--- config.mk ---
export PLATFORM = sky130hd
export DESIGN_NAME = wft_queue
export DESIGN_NICKNAME = d
export VERILOG_FILES = /design/src/hdl/wft_queue.sv
export SDC_FILE = /design/constraint.sdc
export NUM_CORES = 1
export LEC_CHECK = 0
export BUFFER_PORTS_ARGS = -buffer_cell sky130_fd_sc_hd__buf_2
export CORE_MARGIN = 2
export CORE_UTILIZATION = 52
export DETAILED_ROUTE_END_ITERATION = 6
export PLACE_DENSITY = 0.79
export SYNTH_ARGS = -nofsm -noshare
export SYNTH_HDL_FRONTEND = slang
export SYNTH_SLANG_ARGS = --single-unit
export TNS_END_PERCENT = 5
--- constraint.sdc ---
create_clock -name clk -period 9.04 [get_ports clk]
set_input_delay 1.808 -clock clk [delete_from_list [all_inputs] [get_ports clk]]
set_output_delay 1.808 -clock clk [all_outputs]
set_load 0.01 [all_outputs]
--- src/hdl/wft_queue.sv ---
// Two-entry queue between the front end and the table walker.
module wft_queue #(
	parameter int WIDTH = 161
) (
	input  logic             clk,
	input  logic             arst_n,
	input  logic             push,
	input  logic [WIDTH-1:0] din,
	input  logic             pop,
	output logic [WIDTH-1:0] dout,
	output logic             empty,
	output logic             full
);
	logic [WIDTH-1:0] data_q [2];
	logic             wr_ptr_q;
	logic             rd_ptr_q;
	logic [1:0]       cnt_q;

	assign empty = (cnt_q == 2'd0);
	assign full  = (cnt_q == 2'd2);
	assign dout  = data_q[rd_ptr_q];

	// Storage
	always_ff @(posedge clk) begin
		if (push) begin
			data_q[wr_ptr_q] <= din;
		end
	end

	// Pointers and fill level
	always_ff @(posedge clk or negedge arst_n) begin
		if (!arst_n) begin
			wr_ptr_q <= 1'b0;
			rd_ptr_q <= 1'b0;
			cnt_q    <= 2'd0;
		end else begin
			if (push) begin
				wr_ptr_q <= ~wr_ptr_q;
			end
			if (pop) begin
				rd_ptr_q <= ~rd_ptr_q;
			end
			case ({push, pop})
				2'b10:   cnt_q <= cnt_q + 2'd1;
				2'b01:   cnt_q <= cnt_q - 2'd1;
				default: cnt_q <= cnt_q;
			endcase
		end
	end

endmodule

==> summary.txt, run 1 <==
Status
  – Status: finished clean

STA
  – Minimum clock period: 4.75 ns
  – Least-Margin Pin Slew: 1.15 ns
  – Fmax: 211 MHz
  – Max Slew Vio Count: 0
  – Final period util: 52.5%
  – Max Clock Skew: 0.0151 ns
  – Slew HR: 23.2%
  – Hold Fails Final Rpt: 0
  – Final worst slack: 4.29 ns
  – RSZ-0062 raised after global routing: false
  – Final Setup Violations: 0
  – Setup_tns: 0 ns

Detailed routing
  – Detail Route Antenna Nets: 0
  – DRC: 0
  – Highest metal used: met5
  – Pre-Repair DR Iteration Count: 4
  – WL/cell: 18.8 um
  – Via count: 6053
  – DRT Wirelength: 22600 um
  – Met2 routed wirelength: 11400 um
  – Vias per cell: 5.03
  – DR iter-0 viols: 260
  – Met3 wire length: 2480 um
  – WL met1: 8250 um

Die
  – Core area: 0.0228 mm^2
  – Die Y-Extent: 157 um
  – Num rows: 55
  – Initial Utilization: 53.2%
  – Die Wd: 157 um
  – Die area: 0.0245 mm^2
  – I/O pins: 328

Synthesis
  – Cells after Synth: 517
  – Synth area leaders: edfxtp_1, mux2_4, mux2_2, buf_6, dfrtp_1
  – Syn Nets: 683
  – Ys Warns: 0
  – Post-synth EDFFs: 322
  – Post-synthesis simple-gate area fraction: 0.196%
  – Netlist Area Pre-Place: 0.0121 mm^2
  – Yosys top cell area share: 79.8%
  – Sequential share of the synthesized area: 80.6%
  – Synth Area in Adders: 0.103%
  – Commonest cells in the netlist: edfxtp_1, mux2_2, mux2_4
  – Synth unique cells: 13
  – Largest family of logic cells by synthesized area: multiplexers
  – Leading area contributor after synthesis: edfxtp_1
  – Post-synthesis compound-gate area fraction: 0%
  – Most used DFF post-synth: edfxtp_1
  – Count leader, synth: edfxtp_1
  – Mux contribution to synthesized area: 17.4%
  – XOR/XNOR Fraction of Synth Area: 0.361%
  – Ys async rst share: 1.23%
  – Syn Area/Cell: 23.4 um^2
  – Yosys reg bits: 326

Clock tree
  – Num CTS Buffers: 34
  – H-tree Lvls: 2
  – # hold bufs at CTS: 0
  – Post_cts resized: 0
  – Max clock buf depth: 3
  – Clock transition at the registers of the reported paths: 0.06 ns
  – CTS Root Cell: clkbuf_16
  – Clk Latency, worst-skew pair: 0.50 ns
  – CTS tree: built
  – Setup Fix Bufs, Post-CTS: 0
  – Clock Sinks: 326

Place
  – HPWL after DPL: 14900 um
  – Port Buffer Count: 327
  – Final estimated routing congestion in global placement: 0.736
  – Pre-CTS WS: 4.75 ns

Layout
  – Nets: 1032
  – Core Util, Final: 66.4%
  – Area Overhead vs Synth: 24.7%
  – Share of cells above drive strength 1: 61.1%
  – Filler cells: 1537

Setup path
  – CP arrival: 2.94 ns
  – Worst Setup End Kind: output port
  – Max FO, Critical Path: 93
  – Flop2flop setup slack: 6.19 ns
  – Required @ worst endpoint: 7.23 ns
  – Worst path max stage delay: 1.07 ns
  – Slowest stage cell, crit path: dfrtp_4
  – Critical path type: reg -> out
  – Crit path cell chain: buf_12, mux2_2, buf_2
  – Worst setup SP type: flop

Global route
  – Vias in the first global route: 6156
  – Remaining Overflow, GRT: 0
  – All-Layer GR Usage: 17.8%
  – First-pass GRT wire length: 32900 um
  – Antenna violations before repair: 7
  – Largest net degree at the start of global routing: 94

Job
  – Max-Cap Viols: 0

Power
  – Clock power share: 27.3%
  – Switch Pwr: 1.34 mW
  – Seq pwr share: 44.6%
  – Combinational share of power: 28.1%
  – P_leak: 5.91 nW
  – Cell-internal power: 3.46 mW
  – VDD IR-drop max: 0.246 mV
  – Power per cell area: 318 mW/mm^2
  – Sw frac: 27.9%

Min path
  – Worst min path class: reg -> reg
-- final cells by class --
class | count | area, um^2 | area share, %
sequential | 326 | 9770 | 64.7
multi-input combinational | 172 | 2200 | 14.6
timing repair buffer | 331 | 1680 | 11.1
clock buffer | 45 | 956 | 6.32
tap | 313 | 392 | 2.59
clock inverter | 14 | 103 | 0.679
antenna | 2 | 5.00 | 0.0331
inverter | 1 | 3.75 | 0.0248
-- cell usage in the layout, fill, tap and decap left out, drive strengths merged --
master / Yosys / layout
xnor2: 2 / 2
clkinvlp: 0 / 3
bufinv: 0 / 1
xor2: 3 / 3
ha: 1 / 1
dfrtp: 4 / 4
clkinv: 0 / 9
buf: 18 / 331
mux2: 161 / 161
clkbuf: 0 / 45
and2: 1 / 1
nor2b: 1 / 1
nor2: 3 / 3
diode: 0 / 2
inv: 1 / 2
edfxtp: 322 / 322
-- path summary, 6_finish.rpt --
path,start,to,cells past startpoint
hold reg to reg,cnt_q[1]$_DFFE_PN0P_,cnt_q[1]$_DFFE_PN0P_,1
hold / removal,cnt_q[1]$_DFFE_PN0P_,cnt_q[1]$_DFFE_PN0P_,1
setup / recovery,rd_ptr_q$_DFFE_PN0P_,dout[29],3
min in group asynchronous,arst_n,wr_ptr_q$_DFFE_PN0P_,1
max in group asynchronous,arst_n,rd_ptr_q$_DFFE_PN0P_,1
setup reg to reg,wr_ptr_q$_DFFE_PN0P_,data_q[1][109]$_DFFE_PP_,2
-- layer usage --
layer / up-vias / global-route usage, %
met5: - / 0
met4: 8 / 5.59
met3: 46 / 7.86
met2: 279 / 30.4
met1: 2954 / 20.2
li1: 2766 / -
-- sequential cells by signal, indices dropped and copies added, names as in the netlist --
register	cells
cnt_q	2
data_q	322
rd_ptr_q	1
wr_ptr_q	1
-- worst max-delay path, delay by kind of cell, from the launching register on --
kind	cells	cell delay, ns
flops	1	1.07
buf+inv	2	0.64
mux	1	0.44
-- power by group through the flow --
stage	logic [mW]	clock network, mW	registers [mW]
global placement	1.35	0	2.16
finish	1.35	1.31	2.14
global route	1.44	1.39	2.18
floorplan	0.972	0	2.13
detailed placement	1.36	0	2.18
CTS	1.36	1.34	2.15
-- logic make-up after synthesis --
| kind of cell | Yosys count |
|---|---|
| flip-flops | 326 |
| multiplexers | 161 |
| buffers and inverters | 19 |
| XOR/XNOR | 5 |
| AND/OR/NAND/NOR | 5 |
| adder cells (fa/ha/maj) | 1 |
-- through the flow --
stage                     power [mW]  cell area (um^2)  hold slack, ns  cells
after global placement          3.51             14100           0.472   1143
after floorplan                 3.10             12100           0.456    517
final                           4.80             15100           0.503   1204
after global routing            5.01             15100           0.515   1204
after CTS                       4.85             15100           0.502   1202
after detailed placement        3.54             14100           0.490   1143
(Power assumes the default switching activity.)
==> run 2: changes to the inputs <==
ABC_AREA = 1   (was default)
CORE_UTILIZATION = 53   (was 52)
PLACE_DENSITY = 0.8   (was 0.79)
clock period = 4.48 ns   (was 9.04 ns; I/O delays follow)
==> run 2 against run 1 <==
Effect of this change: synthesized cell count is 67% higher; critical path depth up 1; area after synthesis rose by 4.4%; sequential cell count unchanged; global-route usage up 0.33 points; largest cell class unchanged; largest power group unchanged; highest routed layer unchanged.
==> summary.txt, run 2 <==
Status
  – Status: finished clean

Setup path
  – Worst Setup End Kind: output port
  – Worst r2r path cells: 3 (+1)
  – Worst r2r src: wr_ptr_q$_DFFE_PN0P_
  – CP arrival: 2.45 ns (-0.49 ns)
  – Required @ worst endpoint: 3.58 ns (-3.65 ns)
  – Worst setup SP type: flop
  – CP startpoint: rd_ptr_q$_DFFE_PN0P_
  – R2r endpoint: data_q[1][27]$_DFFE_PP_
  – Max FO, Critical Path: 92 (-1.1%)
  – Critical path type: reg -> out
  – Flop2flop setup slack: 2.38 ns (-3.81 ns)
  – CP endpoint: dout[87]

Detailed routing
  – WL/cell: 15.5 um (-18%)
  – DRT Wirelength: 23900 um (+5.4%)
  – Detail Route Antenna Nets: 0 (unchanged)
  – DR iter-0 viols: 384 (+48%)
  – Via count: 7411 (+22%)
  – DRC: 0 (unchanged)
  – Vias per cell: 4.81 (-4.4%)
  – Pre-Repair DR Iteration Count: 7 (+3)

Clock tree
  – Num CTS Buffers: 31 (-8.8%)
  – CTS tree: built
  – Clk Latency, worst-skew pair: 0.54 ns (+0.04 ns)
  – Clock transition at the registers of the reported paths: 0.06 ns (about the same)
  – Post_cts resized: 0 (unchanged)
  – CTS Root Cell: clkbuf_16
  – # hold bufs at CTS: 0 (unchanged)
  – H-tree Lvls: 1 (-1)
  – Max clock buf depth: 3 (unchanged)
  – Setup Fix Bufs, Post-CTS: 0 (unchanged)
  – Clock Sinks: 326 (unchanged)

Layout
  – Area Overhead vs Synth: 21.8%
  – Filler cells: 1666 (+8.4%)
  – Most frequent cells in the layout: buf_2, edfxtp_1, inv_1, nand2_1, o21ai_2
  – Max FFs per register: 322 (unchanged)
  – Top reg by flops: data_q
  – Most common cell after layout, fill and taps aside: buf_2
  – Top flop regs: data_q x322, cnt_q x2
  – Nets: 1361 (+32%)
  – Share of cells above drive strength 1: 39.7% (-21 points)
  – Reg area: 0.00977 mm^2 (unchanged)
  – Multi-input logic area: 0.00191 mm^2 (-13%)

Die
  – Num rows: 56 (+1.8%)
  – Die area: 0.0251 mm^2 (+2.4%)
  – Initial Utilization: 53.9% (+0.72 points)
  – Die Y-Extent: 159 um (+1.2%)
  – I/O pins: 328 (unchanged)
  – Core area: 0.0235 mm^2 (+3.0%)
  – Die Wd: 159 um (+1.2%)

STA
  – Least-Margin Pin Slew: 0.805 ns (-0.347 ns)
  – Max Clock Skew: 0.00844 ns (-0.00667 ns)
  – Final period util: 74.7%
  – Minimum clock period: 3.34 ns
  – RSZ-0062 raised after global routing: false
  – Final worst slack: 1.14 ns (-3.16 ns)
  – Final Setup Violations: 0 (unchanged)
  – Max Slew Vio Count: 0 (unchanged)
  – Hold Fails Final Rpt: 0 (unchanged)
  – Hold Worst Slack: 0.152 ns (-0.351 ns)
  – Slew HR: 46.4% (+23 points)
  – Fmax: 299 MHz

Synthesis
  – Count leader, synth: edfxtp_1
  – Ys Warns: 0 (unchanged)
  – Synth area leaders: edfxtp_1, o21ai_2, inv_1, nand2_1, buf_6
  – Most used DFF post-synth: edfxtp_1
  – Sequential share of the synthesized area: 77.2% (-3.4 points)
  – Syn Nets: 1031 (+51%)
  – Post-synth EDFFs: 322 (unchanged)
  – Ys async rst share: 1.23% (unchanged)
  – Synth unique cells: 18 (+5)
  – Commonest cells in the netlist: edfxtp_1, inv_1, nand2_1
  – Yosys top cell area share: 76.4% (-3.4 points)
  – Leading area contributor after synthesis: edfxtp_1
  – Netlist Area Pre-Place: 0.0127 mm^2 (+4.4%)
  – Yosys reg bits: 326 (unchanged)
  – Cells after Synth: 865 (+67%)
  – Syn Area/Cell: 14.6 um^2 (-38%)

Place
  – Pre-CTS WS: 1.75 ns (-3.00 ns)
  – HPWL after DPL: 16200 um (+8.7%)
  – Final estimated routing congestion in global placement: 0.790 (+7.3%)
  – Port Buffer Count: 327 (unchanged)

Global route
  – All-Layer GR Usage: 18.1% (+0.33 points)
  – Antenna violations before repair: 6 (-1)
  – First-pass GRT wire length: 35400 um (+7.4%)
  – Remaining Overflow, GRT: 0 (unchanged)
  – Vias in the first global route: 7279 (+18%)
  – Largest net degree at the start of global routing: 101 (+7.4%)

Power
  – VDD IR-drop max: 0.448 mV (+82%)
  – Power per cell area: 630 mW/mm^2 (+99%)
  – P_leak: 6.54 nW (+11%)

Min path
  – Worst min path class: in -> async

Job
  – Max-Cap Viols: 0 (unchanged)
run 2: cell count changes after synthesis, sizes merged, moves of 5 or more:
cell,delta
o21ai,+161
mux2,-161
buf,+13
nand2,+166
clkbuf,+5
inv,+166
run 2: how the worst min path moves through the flow:
stage,endpoint,slack [ns],cells past startpoint
after global routing,rd_ptr_q$_DFFE_PN0P_,0.13,1
after global placement,cnt_q[1]$_DFFE_PN0P_,0.48,2
final,cnt_q[1]$_DFFE_PN0P_,0.15,1
after floorplan,cnt_q[1]$_DFFE_PN0P_,0.46,2
after detailed placement,cnt_q[1]$_DFFE_PN0P_,0.52,2
after CTS,rd_ptr_q$_DFFE_PN0P_,0.12,1
run 2: cell type report:
cell class | count | share of cell area, %
clock buffer | 41 | 5.28
timing repair buffer | 333 | 11.4
clock inverter | 14 | 0.755
multi-input combinational | 336 | 12.4
inverter | 167 | 4.10
antenna | 6 | 0.0974
sequential | 326 | 63.4
tap | 319 | 2.59
run 2: logic make-up after synthesis:
kind of cell               share of synthesized area, %
AOI/OAI and AO/OA                                  9.63
xor gates and xnor gates                          0.208
adders and majority gates                        0.0988
buffers and inverters                              7.78
DFF                                                77.2
and+or+nand+nor                                    5.10
run 2: critical path, cell delays in order (launching register included):
cell and delay [ns]:
dfrtp_4 0.92, buf_12 0.44, nand2_1 0.16, o21ai_2 0.09
buf_2 0.14
run 2: routing by layer:
metal  vias to the layer above  routed length (um)  global-route usage, %  part of all wire, %
met5                         -                  23                      0                0.096
met4                         4                 675                   6.35                  2.8
met3                        54                2310                   6.78                  9.7
met2                       279               12000                   31.9                   50
met1                      3438                8830                   20.3                   37
li1                       3636                   -                      -                    -
run 2: metrics by stage:
| step | area, um^2 | cells | total power [mW] | util [%] | setup TNS, ns |
|---|---|---|---|---|---|
| finish | 15400 | 1542 | 9.72 | 65.7 | 0 |
| global placement | 14500 | 1481 | 7.32 | 61.7 | 0 |
| global route | 15400 | 1538 | 10.3 | 65.6 | 0 |
| floorplan | 12700 | 865 | 6.47 | - | -15.42 |
| CTS | 15400 | 1536 | 9.83 | 65.6 | 0 |
| detailed placement | 14500 | 1481 | 7.42 | 61.7 | 0 |
run 2: power breakdown:
group	internal (mW)	switching (mW)
Combinational	1.08	1.95
Clock	1.38	1.02
Sequential	4.05	0.242
==> run 3: changes to the inputs <==
clock period = 3.2 ns   (was 4.48 ns; I/O delays follow)
==> run 3 against run 2 <==
Effect of this change: design area grew 1.8%; sequential power grew 39%; critical path depth is the same; core utilization grew 1.2 points; largest cell class unchanged.
==> summary.txt, run 3 (synthesis gave the netlist of run 2 again) <==
Layout
  – Share of cells above drive strength 1: 40.5% (+0.82 points)
  – Most frequent cells in the layout: buf_2, edfxtp_1, inv_1, nand2_1, o21ai_2
  – Area Overhead vs Synth: 24.0%
  – Nets: 1375 (+1.0%)
  – Most common cell after layout, fill and taps aside: buf_2
  – Top reg by flops: data_q
  – Max FFs per register: 322 (unchanged)
  – Top flop regs: data_q x322, cnt_q x2
  – Fin area: 0.0157 mm^2 (+1.8%)

Detailed routing
  – DRC: 0 (unchanged)
  – Pre-Repair DR Iteration Count: 4 (-3)
  – WL/cell: 16.0 um (+3.3%)
  – DR iter-0 viols: 416 (+8.3%)
  – Via count: 7566 (+2.1%)
  – Vias per cell: 4.87 (+1.2%)
  – Detail Route Antenna Nets: 0 (unchanged)
  – DRT Wirelength: 24900 um (+4.2%)

Power
  – VDD IR-drop max: 0.621 mV (+39%)
  – Tot Pwr: 14.2 mW (+46%)
  – Power per cell area: 906 mW/mm^2 (+44%)
  – P_leak: 6.67 nW (+2.0%)

Clock tree
  – Num CTS Buffers: 35 (+13%)
  – CTS Root Cell: clkbuf_16
  – Clock Sinks: 326 (unchanged)
  – Clk Latency, worst-skew pair: 0.50 ns (-0.04 ns)
  – CTS tree: built
  – H-tree Lvls: 2 (+1)
  – Max clock buf depth: 3 (unchanged)
  – Clock transition at the registers of the reported paths: 0.06 ns (about the same)

Place
  – Placed inst area: 0.0146 mm^2 (+0.74%)
  – Final estimated routing congestion in global placement: 0.789 (about the same)
  – Port Buffer Count: 327 (unchanged)
  – HPWL after DPL: 17200 um (+6.0%)

Min path
  – Worst min path class: in -> reg

STA
  – Fmax: 365 MHz
  – Hold Fails Final Rpt: 0 (unchanged)
  – Final Setup Violations: 0 (unchanged)
  – Final period util: 85.5%
  – RSZ-0062 raised after global routing: false
  – Max Clock Skew: 0.0133 ns (+0.00483 ns)
  – Least-Margin Pin Slew: 0.669 ns (-0.136 ns)
  – Max Slew Vio Count: 0 (unchanged)
  – Setup_tns: 0 ns (unchanged)
  – Slew HR: 55.3% (+9.0 points)
  – Minimum clock period: 2.74 ns

Global route
  – Largest net degree at the start of global routing: 76 (-25%)
  – First-pass GRT wire length: 36700 um (+3.8%)
  – All-Layer GR Usage: 19.1% (+0.99 points)
  – Remaining Overflow, GRT: 0 (unchanged)
  – Antenna violations before repair: 4 (-2)
  – Vias in the first global route: 7417 (+1.9%)

Setup path
  – Max FO, Critical Path: 69 (-25%)
  – Slowest stage cell, crit path: dfrtp_4
  – Worst setup SP type: flop
  – CP Buf/Inv Count: 2 (unchanged)
  – Crit path cell chain: buf_12, nand2_1, o21ai_0, buf_2
  – Crit path max-delay family: flip-flops
  – Critical path type: reg -> out
  – Required @ worst endpoint: 2.56 ns (-1.02 ns)
  – Worst Setup End Kind: output port
  – Worst path max stage delay: 0.80 ns (-0.12 ns)
  – CP arrival: 2.10 ns (-0.35 ns)

Job
  – Max-Cap Viols: 0 (unchanged)

Die
  – Die area: 0.0251 mm^2 (unchanged)
  – Initial Utilization: 53.9% (unchanged)
  – Num rows: 56 (unchanged)
  – Core area: 0.0235 mm^2 (unchanged)
  – Die Y-Extent: 159 um (unchanged)
  – Die Wd: 159 um (unchanged)
  – I/O pins: 328 (unchanged)

Status
  – Status: finished clean
## run 3: cell count changes in the layout (fill, tap and decap cells not counted), sizes merged
cell and delta:
buf +9, dlygate4sd3 +1, clkbuf +10, diode -2
bufinv +1, clkinvlp +1, inv -2, clkinv -5
## run 3: worst register-to-register path, stage by stage, from the launching register on
cell and delay, ns:
dfrtp_1 0.48, nor2_4 0.56, buf_12 0.35
## run 3: area by class of cell
type	instances	area, um^2
fill	1619	7770
tap	319	399
timing repair buffer	343	1850
clock buffer	51	978
clock inverter	9	121
antenna	4	10.0
inverter	167	643
sequential	326	9770
multi-input combinational	336	1930
## run 3: path summary, 6_finish.rpt
kind                       cells after the start  slack [ns]                       to                 start
max                                            4        0.46                dout[156]  rd_ptr_q$_DFFE_PN0P_
min                                            1        0.33  data_q[0][17]$_DFFE_PP_               din[17]
max reg2reg                                    2        1.44  data_q[0][84]$_DFFE_PP_  wr_ptr_q$_DFFE_PN0P_
min reg2reg                                    2        0.53     cnt_q[1]$_DFFE_PN0P_  cnt_q[1]$_DFFE_PN0P_
max in group asynchronous                      2        2.56     rd_ptr_q$_DFFE_PN0P_                arst_n
min in group asynchronous                      2        0.50     cnt_q[1]$_DFFE_PN0P_                arst_n
## run 3: metal layers
layer / global-route usage, % / vias to the layer above / routed length [um]
met5: 0 / - / 11
met2: 34.2 / 286 / 12800
met3: 7.10 / 68 / 2440
li1: - / 3663 / -
met1: 20.6 / 3547 / 8840
met4: 7.46 / 2 / 822
## run 3: power by group
group          internal, mW  switching (mW)
Sequential             5.66           0.308
Clock                  2.36            1.49
Combinational          1.58            2.83
## run 3: timing repair
action | in CTS | in global routing
setup buffers | 0 | 0
gates resized for setup | 0 | 0
hold endpoints to repair | 4 | 0
hold buffers | 1 | 0
## run 3: metrics by stage
| step | utilization, % | worst slack (ns) | hold slack, ns | instances |
|---|---|---|---|---|
| global route | 66.9 | 0.276 | 0.308 | 1554 |
| finish | 66.9 | 0.464 | 0.327 | 1555 |
| global placement | 62.1 | 0.927 | 0.452 | 1490 |
| floorplan | - | -0.260 | 0.344 | 865 |
| CTS | 66.8 | 0.395 | 0.304 | 1551 |
| detailed placement | 62.1 | 0.946 | 0.457 | 1490 |
