`config.mk`:
```
export PLATFORM = sky130hd
export DESIGN_NAME = wft_front
export DESIGN_NICKNAME = d
export VERILOG_FILES = /design/src/hdl/wft_pkg.sv /design/src/hdl/wft_front.sv
export SDC_FILE = /design/constraint.sdc
export NUM_CORES = 1
export LEC_CHECK = 0
export BUFFER_PORTS_ARGS = -buffer_cell sky130_fd_sc_hd__buf_2
export CORE_AREA = 2 2 103 180
export CTS_BUF_LIST = sky130_fd_sc_hd__clkbuf_4
export CTS_CLUSTER_SIZE = 20
export DETAILED_ROUTE_END_ITERATION = 12
export DIE_AREA = 0 0 105 182
export GPL_TIMING_DRIVEN = 0
export HOLD_SLACK_MARGIN = 0.15
export PLACE_DENSITY = 0.62
export SLEW_MARGIN = 20
export SYNTH_ARGS = -nofsm -noshare
export SYNTH_HDL_FRONTEND = slang
export SYNTH_SLANG_ARGS = --single-unit
```
`constraint.sdc`:
```
create_clock -name clk -period 2.4 [get_ports clk]
set_input_delay 0.24 -clock clk [delete_from_list [all_inputs] [get_ports clk]]
set_output_delay 0.24 -clock clk [all_outputs]
set_load 0.05 [all_outputs]
```
`src/hdl/wft_pkg.sv`:
```
// Shared types, codes and helpers for the word frequency table unit.
package wft_pkg;

	// Input item: one command per transfer
	typedef struct packed {
		logic       func;
		logic [7:0] ch;
	} item_t;

	// Result item: one per completed word
	typedef struct packed {
		logic [1:0]  status;
		logic [4:0]  slot;
		logic [15:0] word_count;
		logic [4:0]  word_length;
	} result_t;

	// Command codes
	localparam logic FUNC_CHAR  = 1'b0;
	localparam logic FUNC_CLEAR = 1'b1;

	// Result status codes
	localparam logic [1:0] ST_MATCH  = 2'd0;
	localparam logic [1:0] ST_INSERT = 2'd1;
	localparam logic [1:0] ST_FULL   = 2'd2;

	// Table walker states
	typedef enum logic [1:0] {
		BK_IDLE,
		BK_SCAN,
		BK_CMP
	} bk_state_t;

	// ASCII letter test: A-Z or a-z
	function automatic logic is_letter(input logic [7:0] c);
		return ((c >= 8'h41) && (c <= 8'h5A)) || ((c >= 8'h61) && (c <= 8'h7A));
	endfunction

endpackage

```
`src/hdl/wft_front.sv`:
```
// Front end: assembles the pending word and hands finished words and clears to the queue.
module wft_front #(
	parameter int MAX_WORD_LEN = 19
) (
	input  logic                                      clk,
	input  logic                                      arst_n,
	input  logic                                      accept,
	input  wft_pkg::item_t                            item,
	output logic                                      push,
	output logic                                      push_clear,
	output logic [$clog2(MAX_WORD_LEN+1)-1:0]         push_len,
	output logic [MAX_WORD_LEN-1:0][7:0]              push_bytes
);
	import wft_pkg::*;

	localparam int LEN_W = $clog2(MAX_WORD_LEN + 1);

	logic [MAX_WORD_LEN-1:0][7:0] pend_bytes_q;
	logic [LEN_W-1:0]             pend_len_q;
	logic                         letter;
	logic                         room;
	logic                         do_clear;
	logic                         do_append;
	logic                         do_finish;

	// Classify the accepted item
	always_comb begin
		letter    = is_letter(item.ch);
		room      = pend_len_q < LEN_W'(MAX_WORD_LEN);
		do_clear  = accept && (item.func == FUNC_CLEAR);
		do_append = accept && (item.func == FUNC_CHAR) && letter && room;
		do_finish = accept && (item.func == FUNC_CHAR) && !(letter && room)
		            && (pend_len_q != '0);
	end

	// Queue push: a finished word or a clear, in arrival order
	assign push       = do_clear || do_finish;
	assign push_clear = do_clear;
	assign push_len   = pend_len_q;
	assign push_bytes = pend_bytes_q;

	// Pending word; bytes past the length are kept zero so rows compare whole
	always_ff @(posedge clk or negedge arst_n) begin
		if (!arst_n) begin
			pend_len_q   <= '0;
			pend_bytes_q <= '0;
		end else if (do_clear || do_finish) begin
			pend_len_q   <= '0;
			pend_bytes_q <= '0;
		end else if (do_append) begin
			pend_len_q <= pend_len_q + LEN_W'(1);
			for (int i = 0; i < MAX_WORD_LEN; i++) begin
				if (pend_len_q == LEN_W'(i)) begin
					pend_bytes_q[i] <= item.ch;
				end
			end
		end
	end

endmodule

```
==> metrics.md, run 1 <==
| Metric | Value |
|---|---|
| Outcome | complete, no violations |
| Area of the core | ~18000 µm² |
| Sw frac | 32.2% |
| Commonest non-fill, non-tap cell in the layout | buf_2 |
| H-tree levels | 4 |
| Multi-input gate area | between 2000 and 3000 µm² |
| Hold crit path type | input pin to flip-flop |
| Fmax | ~430 MHz |
| Clk_lat worst skew | around 0.55 ns |
| Number of global-route vias before repair | 6415 |
| Die Span Y | ~180 µm |
| Routed Antenna Nets | 0 |
| Share of cells above drive strength 1 | between 20% and 30% |
| Syn_nets | about 760 |
| # IOs | around 170 |
| Most frequent cells in the layout | 175 x buf_2, 152 x dfrtp_1, 139 x a21oi_1 |
| Die area | between 15000 and 20000 µm² |
| WP data arrival | around 2.1 ns |
| Synth area leader | dfrtp_1 |
| Skew final | 0.0241 ns |
| Nature of the critical path endpoint | output port |
| Critical Path RT | 2.16 ns |
| Placement Cell Area | just over 8000 µm² |
| CP startpoint | push_len[0] |
| Floorplan row count | 65 |
| Die extent in x | between 100 and 150 µm |
| Power Total | between 4000 and 5000 µW |
| Critical path, cell by cell | a211oi_4 > nor2_2 > o311a_4 > buf_12 > buf_6 |
| Clock tree from TritonCTS | yes |
| Internal power | between 3000 and 4000 µW |
| Hold path startpoint | item[5] |
| Clock Tree Buf Depth | 2 |
| Clock transition at the registers of the reported paths | 0.16 ns |
| CP peak stage delay | between 0.4 and 0.5 ns |
| Final hold violation count | 0 |
| Sink Count | 157 |
| Post-route DRC violation count | 0 |
| Synth area leaders | dfrtp_1 57%, a21oi_1 10%, o21ai_0 9.8% |
| Filler instances | between 1500 and 2000 |
| Psw | 1610 µW |
| Slew Limit Fails | 0 |
| Total global-route track usage | around a quarter |
| Worst setup SP type | flip-flop |
| Hold path endpoint | push_bytes[13] |
| Min Tclk post-route | around 2.3 ns |
| Via density | 5.53 |
| Largest net degree at the start of global routing | 58 |
| Syn_area_per_cell | slightly above 9 µm² |
| Non-Filler Instances | ~1200 |
| Number of I/O port buffers | 169 |
| Slowest cell on crit path | dfrtp_2 |
| Initial core utilization | around two fifths |
| Register bit total from synthesis | about 160 |
| Clk pwr share | a little under a third |
| Netlist cell types | 35 |
| CTS Buf Count | 17 |
| Final worst slack | 0.0696 ns |
| Max-cap violation count | 0 |
| Max VDD drop | between 200 and 300 µV |
| Register-to-register setup slack | between 0.15 and 0.2 ns |
| Hold path cells | 3 |
| Crit path max fanout | 12 |
| Total grt overflow | 0 |
| Routed wire per std cell | between 20 and 25 µm |
| Iter 0 DRT Violations | 356 |
| Worst Max-Slew Pin Slew | slightly below 0.8 ns |
| PwrDens | 579 nW/µm² |
| Leakage power | 0.00426 µW |
| Post-synthesis cell count | between 700 and 800 |
| Register area share after synthesis | between 50% and 60% |
| Comb pwr share | 14.3% |
| First drt pass iteration count | 4 |
| Critical path class | flip-flop to output port |
| Final Wtd Congestion | around 0.85 |
| Root Buffer | clkbuf_4 |
| Dpl hpwl | roughly 17 mm |
| Synthesized area | 6940 µm² |
| Initial antenna violation count | 1 |
| End of the worst register-to-register path | push_bytes[24] |
| Vias | roughly 6600 |
| Slew HR | between 40% and 50% |
| Post-route cell area | about 8600 µm² |
| Flop pwr share | 54.1% |
| R2r worst-path depth | 7 |
| Setup-failing EPs final | 0 |
| WL final | between 20 and 25 mm |
| Final cell utilization of the core | 48.5% |
| FF-to-FF Start | push_len[3] |
| Setup WS pre-CTS | 0.00298 ns |
| Syn-to-layout area delta | 24.0% |
| First-pass GRT wire length | between 30 and 40 mm |
| Placed Instances | roughly 1200 |
| Register area | around 4000 µm² |
| Final cycle utilization of the critical path | between 90% and 100% |
| Synth warn | 0 |
| Final net count | 966 |
| Post-synth top area share | between 50% and 60% |
## critical path: cells and delay by family (launching register included)
family                 cells  cell delay, ns
and+or+nand+nor            1            0.10
AOI/OAI and AO/OA          2            0.67
buffers and inverters      2            0.31
DFF                        1            0.47
## layer usage
layer	wire, µm	track usage, %
met5	0	0
met4	796	10.8
met3	1210	4.06
met2	13000	44.3
met1	9120	29.4
## cell families (layout without fill, tap and decap cells)
family | count (synthesis) | count (layout) | share of synthesized area (%)
DFF | 157 | 157 | 56.6
adders and majority gates | 5 | 5 | 0.902
and+or+nand+nor | 209 | 209 | 15.4
other | 0 | 1 | 0
AOI/OAI and AO/OA | 285 | 285 | 21.1
buffers and inverters | 89 | 306 | 5.93
## cell usage after synthesis, drive strengths merged
master  number
o31ai        2
a21oi      139
and3b        1
a211oi       1
o21ai      136
clkbuf      60
o22ai        1
nand2        3
nor4b        1
o22a         1
dfrtp      157
o211a        1
inv          3
and3        19
and2         2
or3b         1
nor2b        1
and4bb       1
or4          3
nand4        1
nor4bb       1
nand3      134
buf         26
nor2        39
nor4         1
a311oi       1
o21a         1
o211ai       1
o311a        1
ha           5
and4b        1
## state kept, by name, indices dropped and copies added, names as in the netlist
signal      count
push_bytes    152
push_len        5
## power groups by stage
stage	clock network, µW	logic, µW	registers (µW)
finish	1570	713	2700
global placement	0	643	2750
CTS	1590	681	2690
detailed placement	0	657	2750
floorplan	0	292	2840
global route	1710	762	2700
## area by class of cell
class | count | share of cell area, %
buffer | 84 | 4.67
tap | 234 | 3.40
clock buffer | 17 | 1.48
clock inverter | 15 | 1.60
timing repair buffer | 187 | 12.3
inverter | 3 | 0.131
sequential | 157 | 45.7
antenna | 1 | 0.0291
multi-input combinational | 499 | 30.6
## per-stage QoR
stage,hold slack (ns),TNS (ns)
floorplan,-0.0556,0
global placement,0.475,-217.91
detailed placement,0.164,0
CTS,0.162,0
global route,0.255,-0.0274
finish,0.268,0
## worst max-delay path by stage
stage	endpoint	slack [ns]
after CTS	push_bytes[24]	0.009
after global routing	push	-0.03
after floorplan	push	0.34
final	push	0.07
after detailed placement	push	0.003
after global placement	push_bytes[84]	-1.40
## repair_timing
action / CTS / global route
buffers inserted: 8 / 2
endpoints found under the hold margin: 158 / 0
setup endpoints to repair: 1 / 13
hold buffers: 5 / 0
gates resized for setup: 11 / 7
pin swaps: 1 / 2
cloned: 0 / 1
(Power assumes the default switching activity.)
==> run 2: changes to the inputs <==
--- a/config.mk
+++ b/config.mk
@@ -6,14 +6,16 @@
 export NUM_CORES = 1
 export LEC_CHECK = 0
 export BUFFER_PORTS_ARGS = -buffer_cell sky130_fd_sc_hd__buf_2
-export CORE_AREA = 2 2 103 180
+export CAP_MARGIN = 20
+export CORE_AREA = 3 3 104 181
 export CTS_BUF_LIST = sky130_fd_sc_hd__clkbuf_4
 export CTS_CLUSTER_SIZE = 20
 export DETAILED_ROUTE_END_ITERATION = 12
-export DIE_AREA = 0 0 105 182
+export DIE_AREA = 0 0 107 184
 export GPL_TIMING_DRIVEN = 0
 export HOLD_SLACK_MARGIN = 0.15
 export PLACE_DENSITY = 0.62
+export RECOVER_POWER = 25
 export SLEW_MARGIN = 20
 export SYNTH_ARGS = -nofsm -noshare
 export SYNTH_HDL_FRONTEND = slang
==> run 2 against run 1 <==
Net effect: the run now ends with max-capacitance violations, max-slew violations left; total power shrank 3.0%; sequential share of layout area grew 0.67 points; cell count shrank 0.58%; non-clock buffer count shrank 2; hold slack lost 0.017 ns; utilization shrank 0.17 points; clock skew grew 0.0070 ns; critical path depth is the same; first-iteration DRC count grew 5.1%; via count shrank 0.24%; register-to-register slack lost 0.03 ns; critical endpoint unchanged.
==> metrics.md, run 2 (synthesis results as in run 1) <==
| Metric | Value |
|---|---|
| Non-Filler Instances | about 1200 |
| Max reg flops | roughly 150 |
| Final net count | between 900 and 1000 |
| Die extent in x | 107 µm |
| Placed Instances | about 1100 |
| Filler instances | 1816 |
| First-pass GRT wire length | about 37 mm |
| Nature of the critical path endpoint | output port |
| Critical path class | flip-flop to output port |
| Slew Limit Fails | between 60 and 70 |
| CTS Buf Count | 17 |
| Number of global-route vias before repair | 6490 |
| Area of the core | about 18000 µm² |
| CP peak stage delay | ~0.47 ns |
| Root Buffer | clkbuf_4 |
| Final cycle utilization of the critical path | ~100% |
| Clock tree from TritonCTS | yes |
| Outcome | finished, violations left |
| Routed Antenna Nets | 0 |
| Clock transition at the registers of the reported paths | about 0.16 ns |
| WL final | between 20 and 25 mm |
| Hold crit path type | input pin to flip-flop |
| Final Wtd Congestion | between 0.8 and 0.9 |
| Setup WS pre-CTS | 0.0126 ns |
| Worst setup SP type | flip-flop |
| Slowest cell on crit path | dfrtp_2 |
| Fmax | roughly 420 MHz |
| Syn-to-layout area delta | 22.3% |
| Post-route cell area | around 8500 µm² |
| First drt pass iteration count | 5 |
| Share of cells above drive strength 1 | between 20% and 30% |
| Commonest non-fill, non-tap cell in the layout | buf_2 |
| Vias | roughly 6600 |
| WP data arrival | around 2.1 ns |
| Max-cap violation count | 1 |
| Slew HR | -7.25% |
| Clk_lat worst skew | approximately 0.56 ns |
| Die Span Y | roughly 180 µm |
| Die area | just under 20000 µm² |
| Floorplan row count | 64 |
| # IOs | 171 |
| Skew final | just over 0.03 ns |
| Family with the most delay on the worst path | compound AO/OA/AOI/OAI gates |
| Buf+Inv Stages, Crit Path | 2 |
| Leakage power | around 0.0042 µW |
| Initial antenna violation count | 1 |
| Critical Path RT | roughly 2.2 ns |
| Setup-failing EPs final | 0 |
| Initial core utilization | about two fifths |
| Dpl hpwl | approximately 17 mm |
| Failing checks | max-capacitance violations, max-slew violations |
| Total global-route track usage | approximately a quarter |
| Via density | ~5.6 |
| Sink Count | between 150 and 200 |
| Most frequent cells in the layout | 173 x buf_2, 152 x dfrtp_1, 139 x a21oi_1 |
| Placement Cell Area | between 8000 and 9000 µm² |
| Iter 0 DRT Violations | about 370 |
| Clock Tree Buf Depth | 2 |
| Max VDD drop | approximately 280 µV |
| Routed wire per std cell | roughly 20 µm |
| PwrDens | roughly 570 nW/µm² |
| Min Tclk post-route | 2.36 ns |
| Setup TNS | 0 ns |
| Final worst slack | about 0.045 ns |
| Final hold violation count | 0 |
| Critical path, cell by cell | a211oi_2 > nor2_2 > o311a_1 > buf_12 > buf_6 |
| Crit path max fanout | 19 |
| Total grt overflow | 0 |
| Final hold slack | approximately 0.25 ns |
| Post-route DRC violation count | 0 |
| Largest net degree at the start of global routing | 94 |
| Worst Max-Slew Pin Slew | 1.61 ns |
| Number of I/O port buffers | around 170 |
| H-tree levels | 4 |
## run 2: changes by cell type in the layout (fill, tap and decap cells not counted), sizes merged
cell / change
clkinvlp: -1
dlygate4sd3: -2
buf: -1
clkbuf: +2
clkinv: +1
inv: -3
## run 2: tightest hold or removal path, delay by kind of cell
| kind | cells | cell delay, ns |
|---|---|---|
| buf+inv | 1 | 0.31 |
| simple gates | 1 | 0.16 |
| compound gates | 1 | 0.06 |
## run 2: metrics by stage
step	power, µW	util [%]
3_5_place_dp	3400	46.2
2_1_floorplan	3130	-
6_report	4830	48.4
3_3_place_gp	3390	46.0
5_1_grt	5030	48.4
4_1_cts	4850	48.0
## run 2: worst paths after layout
check                                  to  cells past startpoint  slack [ns]      startpoint
hold reg to reg            push_bytes[70]                      2        0.51  push_bytes[70]
min in group asynchronous  push_bytes[83]                      2        0.64          arst_n
setup reg to reg           push_bytes[28]                      7        0.14     push_len[2]
hold / removal             push_bytes[13]                      3        0.25         item[5]
max in group asynchronous     push_len[1]                      3        0.55          arst_n
setup / recovery                     push                      5        0.04     push_len[2]
## run 2: routing by layer
metal	routed length, µm	up-vias	global-route usage, %
met5	0	-	0
li1	-	3058	-
met3	1220	45	4.11
met1	9390	3269	29.2
met2	12600	236	42.9
met4	622	0	8.96
## run 2: final cells by class
class                           count  area [µm²]  area share (%)
Antenna cell                        1        2.50          0.0295
Sequential cell                   157        3940            46.4
Clock inverter                     12        98.8            1.17
Timing Repair Buffer              185         996            11.7
Inverter                            3        11.3           0.133
Buffer                             84         400            4.72
Tap cell                          231         289            3.41
Clock buffer                       18         135            1.59
Multi-Input combinational cell    499        2610            30.8
## run 2: repair_timing
action,4_1_cts,5_1_grt
resized for setup,10,3
setup endpoints to repair,1,16
hold buffers,2,0
pin swaps,1,2
endpoints found under the hold margin,151,0
buffers inserted,6,7
## run 2: power breakdown
group / total [µW] / switching (µW) / internal, µW
registers: 2700 / 23.5 / 2670
clock network: 1470 / 961 / 506
logic: 671 / 522 / 149
==> run 3: changes to the inputs <==
--- a/config.mk
+++ b/config.mk
@@ -14,9 +14,7 @@
 export DIE_AREA = 0 0 107 184
 export GPL_TIMING_DRIVEN = 0
 export HOLD_SLACK_MARGIN = 0.15
-export PLACE_DENSITY = 0.62
 export RECOVER_POWER = 25
-export SLEW_MARGIN = 20
 export SYNTH_ARGS = -nofsm -noshare
 export SYNTH_HDL_FRONTEND = slang
 export SYNTH_SLANG_ARGS = --single-unit
==> run 3 against run 2 <==
Net effect: the flow still finishes with violations (max-capacitance violations, max-slew violations); combinational power is 1% higher; sequential share of layout area hardly changed; clock skew is 0.0070 ns higher; sequential power hardly changed; final area hardly changed; hold slack worse by 0.010 ns; first-iteration DRC count is 3.7% higher; via count is 0.95% lower; critical path type unchanged; maximum frequency is 0.49% higher; critical path depth is 1 higher.
==> metrics.md, run 3 (synthesis results as in run 1) <==
| Metric | Value |
|---|---|
| Setup TNS | 0 ns |
| Area of the core | between 15000 and 20000 µm² |
| Initial antenna violation count | 1 |
| Leakage power | 0.00420 µW |
| Slew HR | -3.96% |
| WP data arrival | around 2.1 ns |
| Sw frac | between 30% and 40% |
| WL final | 24.0 mm |
| Setup-failing EPs final | 0 |
| Failing checks | max-capacitance violations, max-slew violations |
| Dpl hpwl | ~17 mm |
| Number of I/O port buffers | about 170 |
| Floorplan row count | 64 |
| Die extent in x | about 110 µm |
| Final net count | 958 |
| Hold path cells | 3 |
| Initial core utilization | around two fifths |
| Total global-route track usage | 24.3% |
| First drt pass iteration count | 5 |
| Share of cells above drive strength 1 | 26.3% |
| Most frequent cells in the layout | 174 x buf_2, 152 x dfrtp_1, 139 x a21oi_1 |
| Final cell utilization of the core | about half |
| Commonest non-fill, non-tap cell in the layout | buf_2 |
| Syn-to-layout area delta | 22.3% |
| Nature of the critical path endpoint | output port |
| H-tree levels | 4 |
| Final Wtd Congestion | about 0.83 |
| Max-cap violation count | 1 |
| Setup WS pre-CTS | between 0.02 and 0.025 ns |
| Placed Instances | ~1100 |
| Total grt overflow | 0 |
| Clock Tree Buf Depth | 2 |
| Die area | slightly below 20000 µm² |
| Vias | roughly 6500 |
| Max reg flops | 152 |
| Fmax | 427 MHz |
| Sink Count | 157 |
| # IOs | between 150 and 200 |
| Final cycle utilization of the critical path | between 90% and 100% |
| Post-route DRC violation count | 0 |
| First-pass GRT wire length | roughly 36 mm |
| Max VDD drop | about 290 µV |
| Outcome | finished, violations left |
| PwrDens | 589 nW/µm² |
| Internal power | around 3500 µW |
| Psw | 1510 µW |
| Die Span Y | approximately 180 µm |
| Largest net degree at the start of global routing | 99 |
| Skew final | ~0.038 ns |
| CTS Buf Count | 17 |
| Via density | between 5 and 6 |
| Hold crit path type | input pin to flip-flop |
| Clk_lat worst skew | 0.56 ns |
| Filler instances | 1800 |
| Critical Path RT | ~2.2 ns |
| Post-Route M1 WL | around 9.2 mm |
| Routed wire per std cell | 20.2 µm |
| R2r worst-path depth | 8 |
| Routed Antenna Nets | 0 |
| DR top layer | met4 |
| Clk pwr share | about a third |
| Final worst slack | between 0.05 and 0.06 ns |
| Non-Filler Instances | 1185 |
| Routed wl met3 | ~1.3 mm |
| RSZ-0062 raised after global routing | true |
| Comb pwr share | between 10% and 20% |
| Clock transition at the registers of the reported paths | 0.15 ns |
| DR WL met2 | 12.7 mm |
| Hold path startpoint | item[5] |
| Final hold violation count | 0 |
| Clock tree from TritonCTS | yes |
| CP startpoint | push_len[1] |
| FF-to-FF Start | push_len[3] |
| Root Buffer | clkbuf_4 |
| Critical path class | flip-flop to output port |
| Iter 0 DRT Violations | a little under 400 |
| Crit path max fanout | 19 |
| Flop pwr share | between 50% and 60% |
| Worst setup SP type | flip-flop |
| Min Tclk post-route | roughly 2.3 ns |
| Number of global-route vias before repair | ~6500 |
| Worst Max-Slew Pin Slew | 1.56 ns |
| Slew Limit Fails | 60 |
[run 3: worst max-delay path, cell delays in order (launching register included)]
cell	delay [ns]
dfrtp_2	0.45
a211oi_4	0.29
nor2_4	0.07
o311a_1	0.28
buf_2	0.16
buf_12	0.16
buf_6	0.16
[run 3: repair_timing]
item	CTS	global route
hold buffers	2	0
setup endpoints to repair	1	13
hold endpoints to repair	158	0
pin swaps	1	0
setup buffers	6	0
resized for setup	10	6
[run 3: layout make-up]
class,count,area [µm²],share of cell area (%)
Tap cell,231,289,3.41
Clock inverter,10,115,1.36
Antenna cell,1,2.50,0.0295
Inverter,3,11.3,0.133
Multi-Input combinational cell,499,2630,30.9
Timing Repair Buffer,178,943,11.1
Buffer,85,405,4.78
Clock buffer,21,158,1.86
Sequential cell,157,3940,46.4
[run 3: final timing paths]
check / to / slack (ns)
setup / recovery: push / 0.06
hold / removal: push_bytes[13] / 0.24
setup reg to reg: push_bytes[0] / 0.19
hold reg to reg: push_bytes[134] / 0.51
max in group asynchronous: push_len[2] / 0.58
min in group asynchronous: push_bytes[2] / 0.58
[run 3: power by group through the flow]
stage               Combinational [µW]  Sequential (µW)  Clock, µW
floorplan                          292             2840          0
global placement                   649             2750          0
detailed placement                 657             2750          0
CTS                                675             2700       1650
global route                       728             2700       1770
finish                             680             2700       1620
[run 3: routing by layer]
layer	vias up	track usage [%]
li1	3057	-
met1	3199	29.2
met2	246	43.1
met3	43	3.76
met4	0	9.78
met5	-	0
[run 3: per-stage QoR]
step | area [µm²] | hold WS (ns) | power, µW
after floorplan | 6940 | -0.0556 | 3130
after global placement | 8070 | 0.472 | 3400
after detailed placement | 8110 | 0.196 | 3400
after CTS | 8460 | 0.167 | 5020
after global routing | 8480 | 0.246 | 5200
final | 8480 | 0.240 | 4990
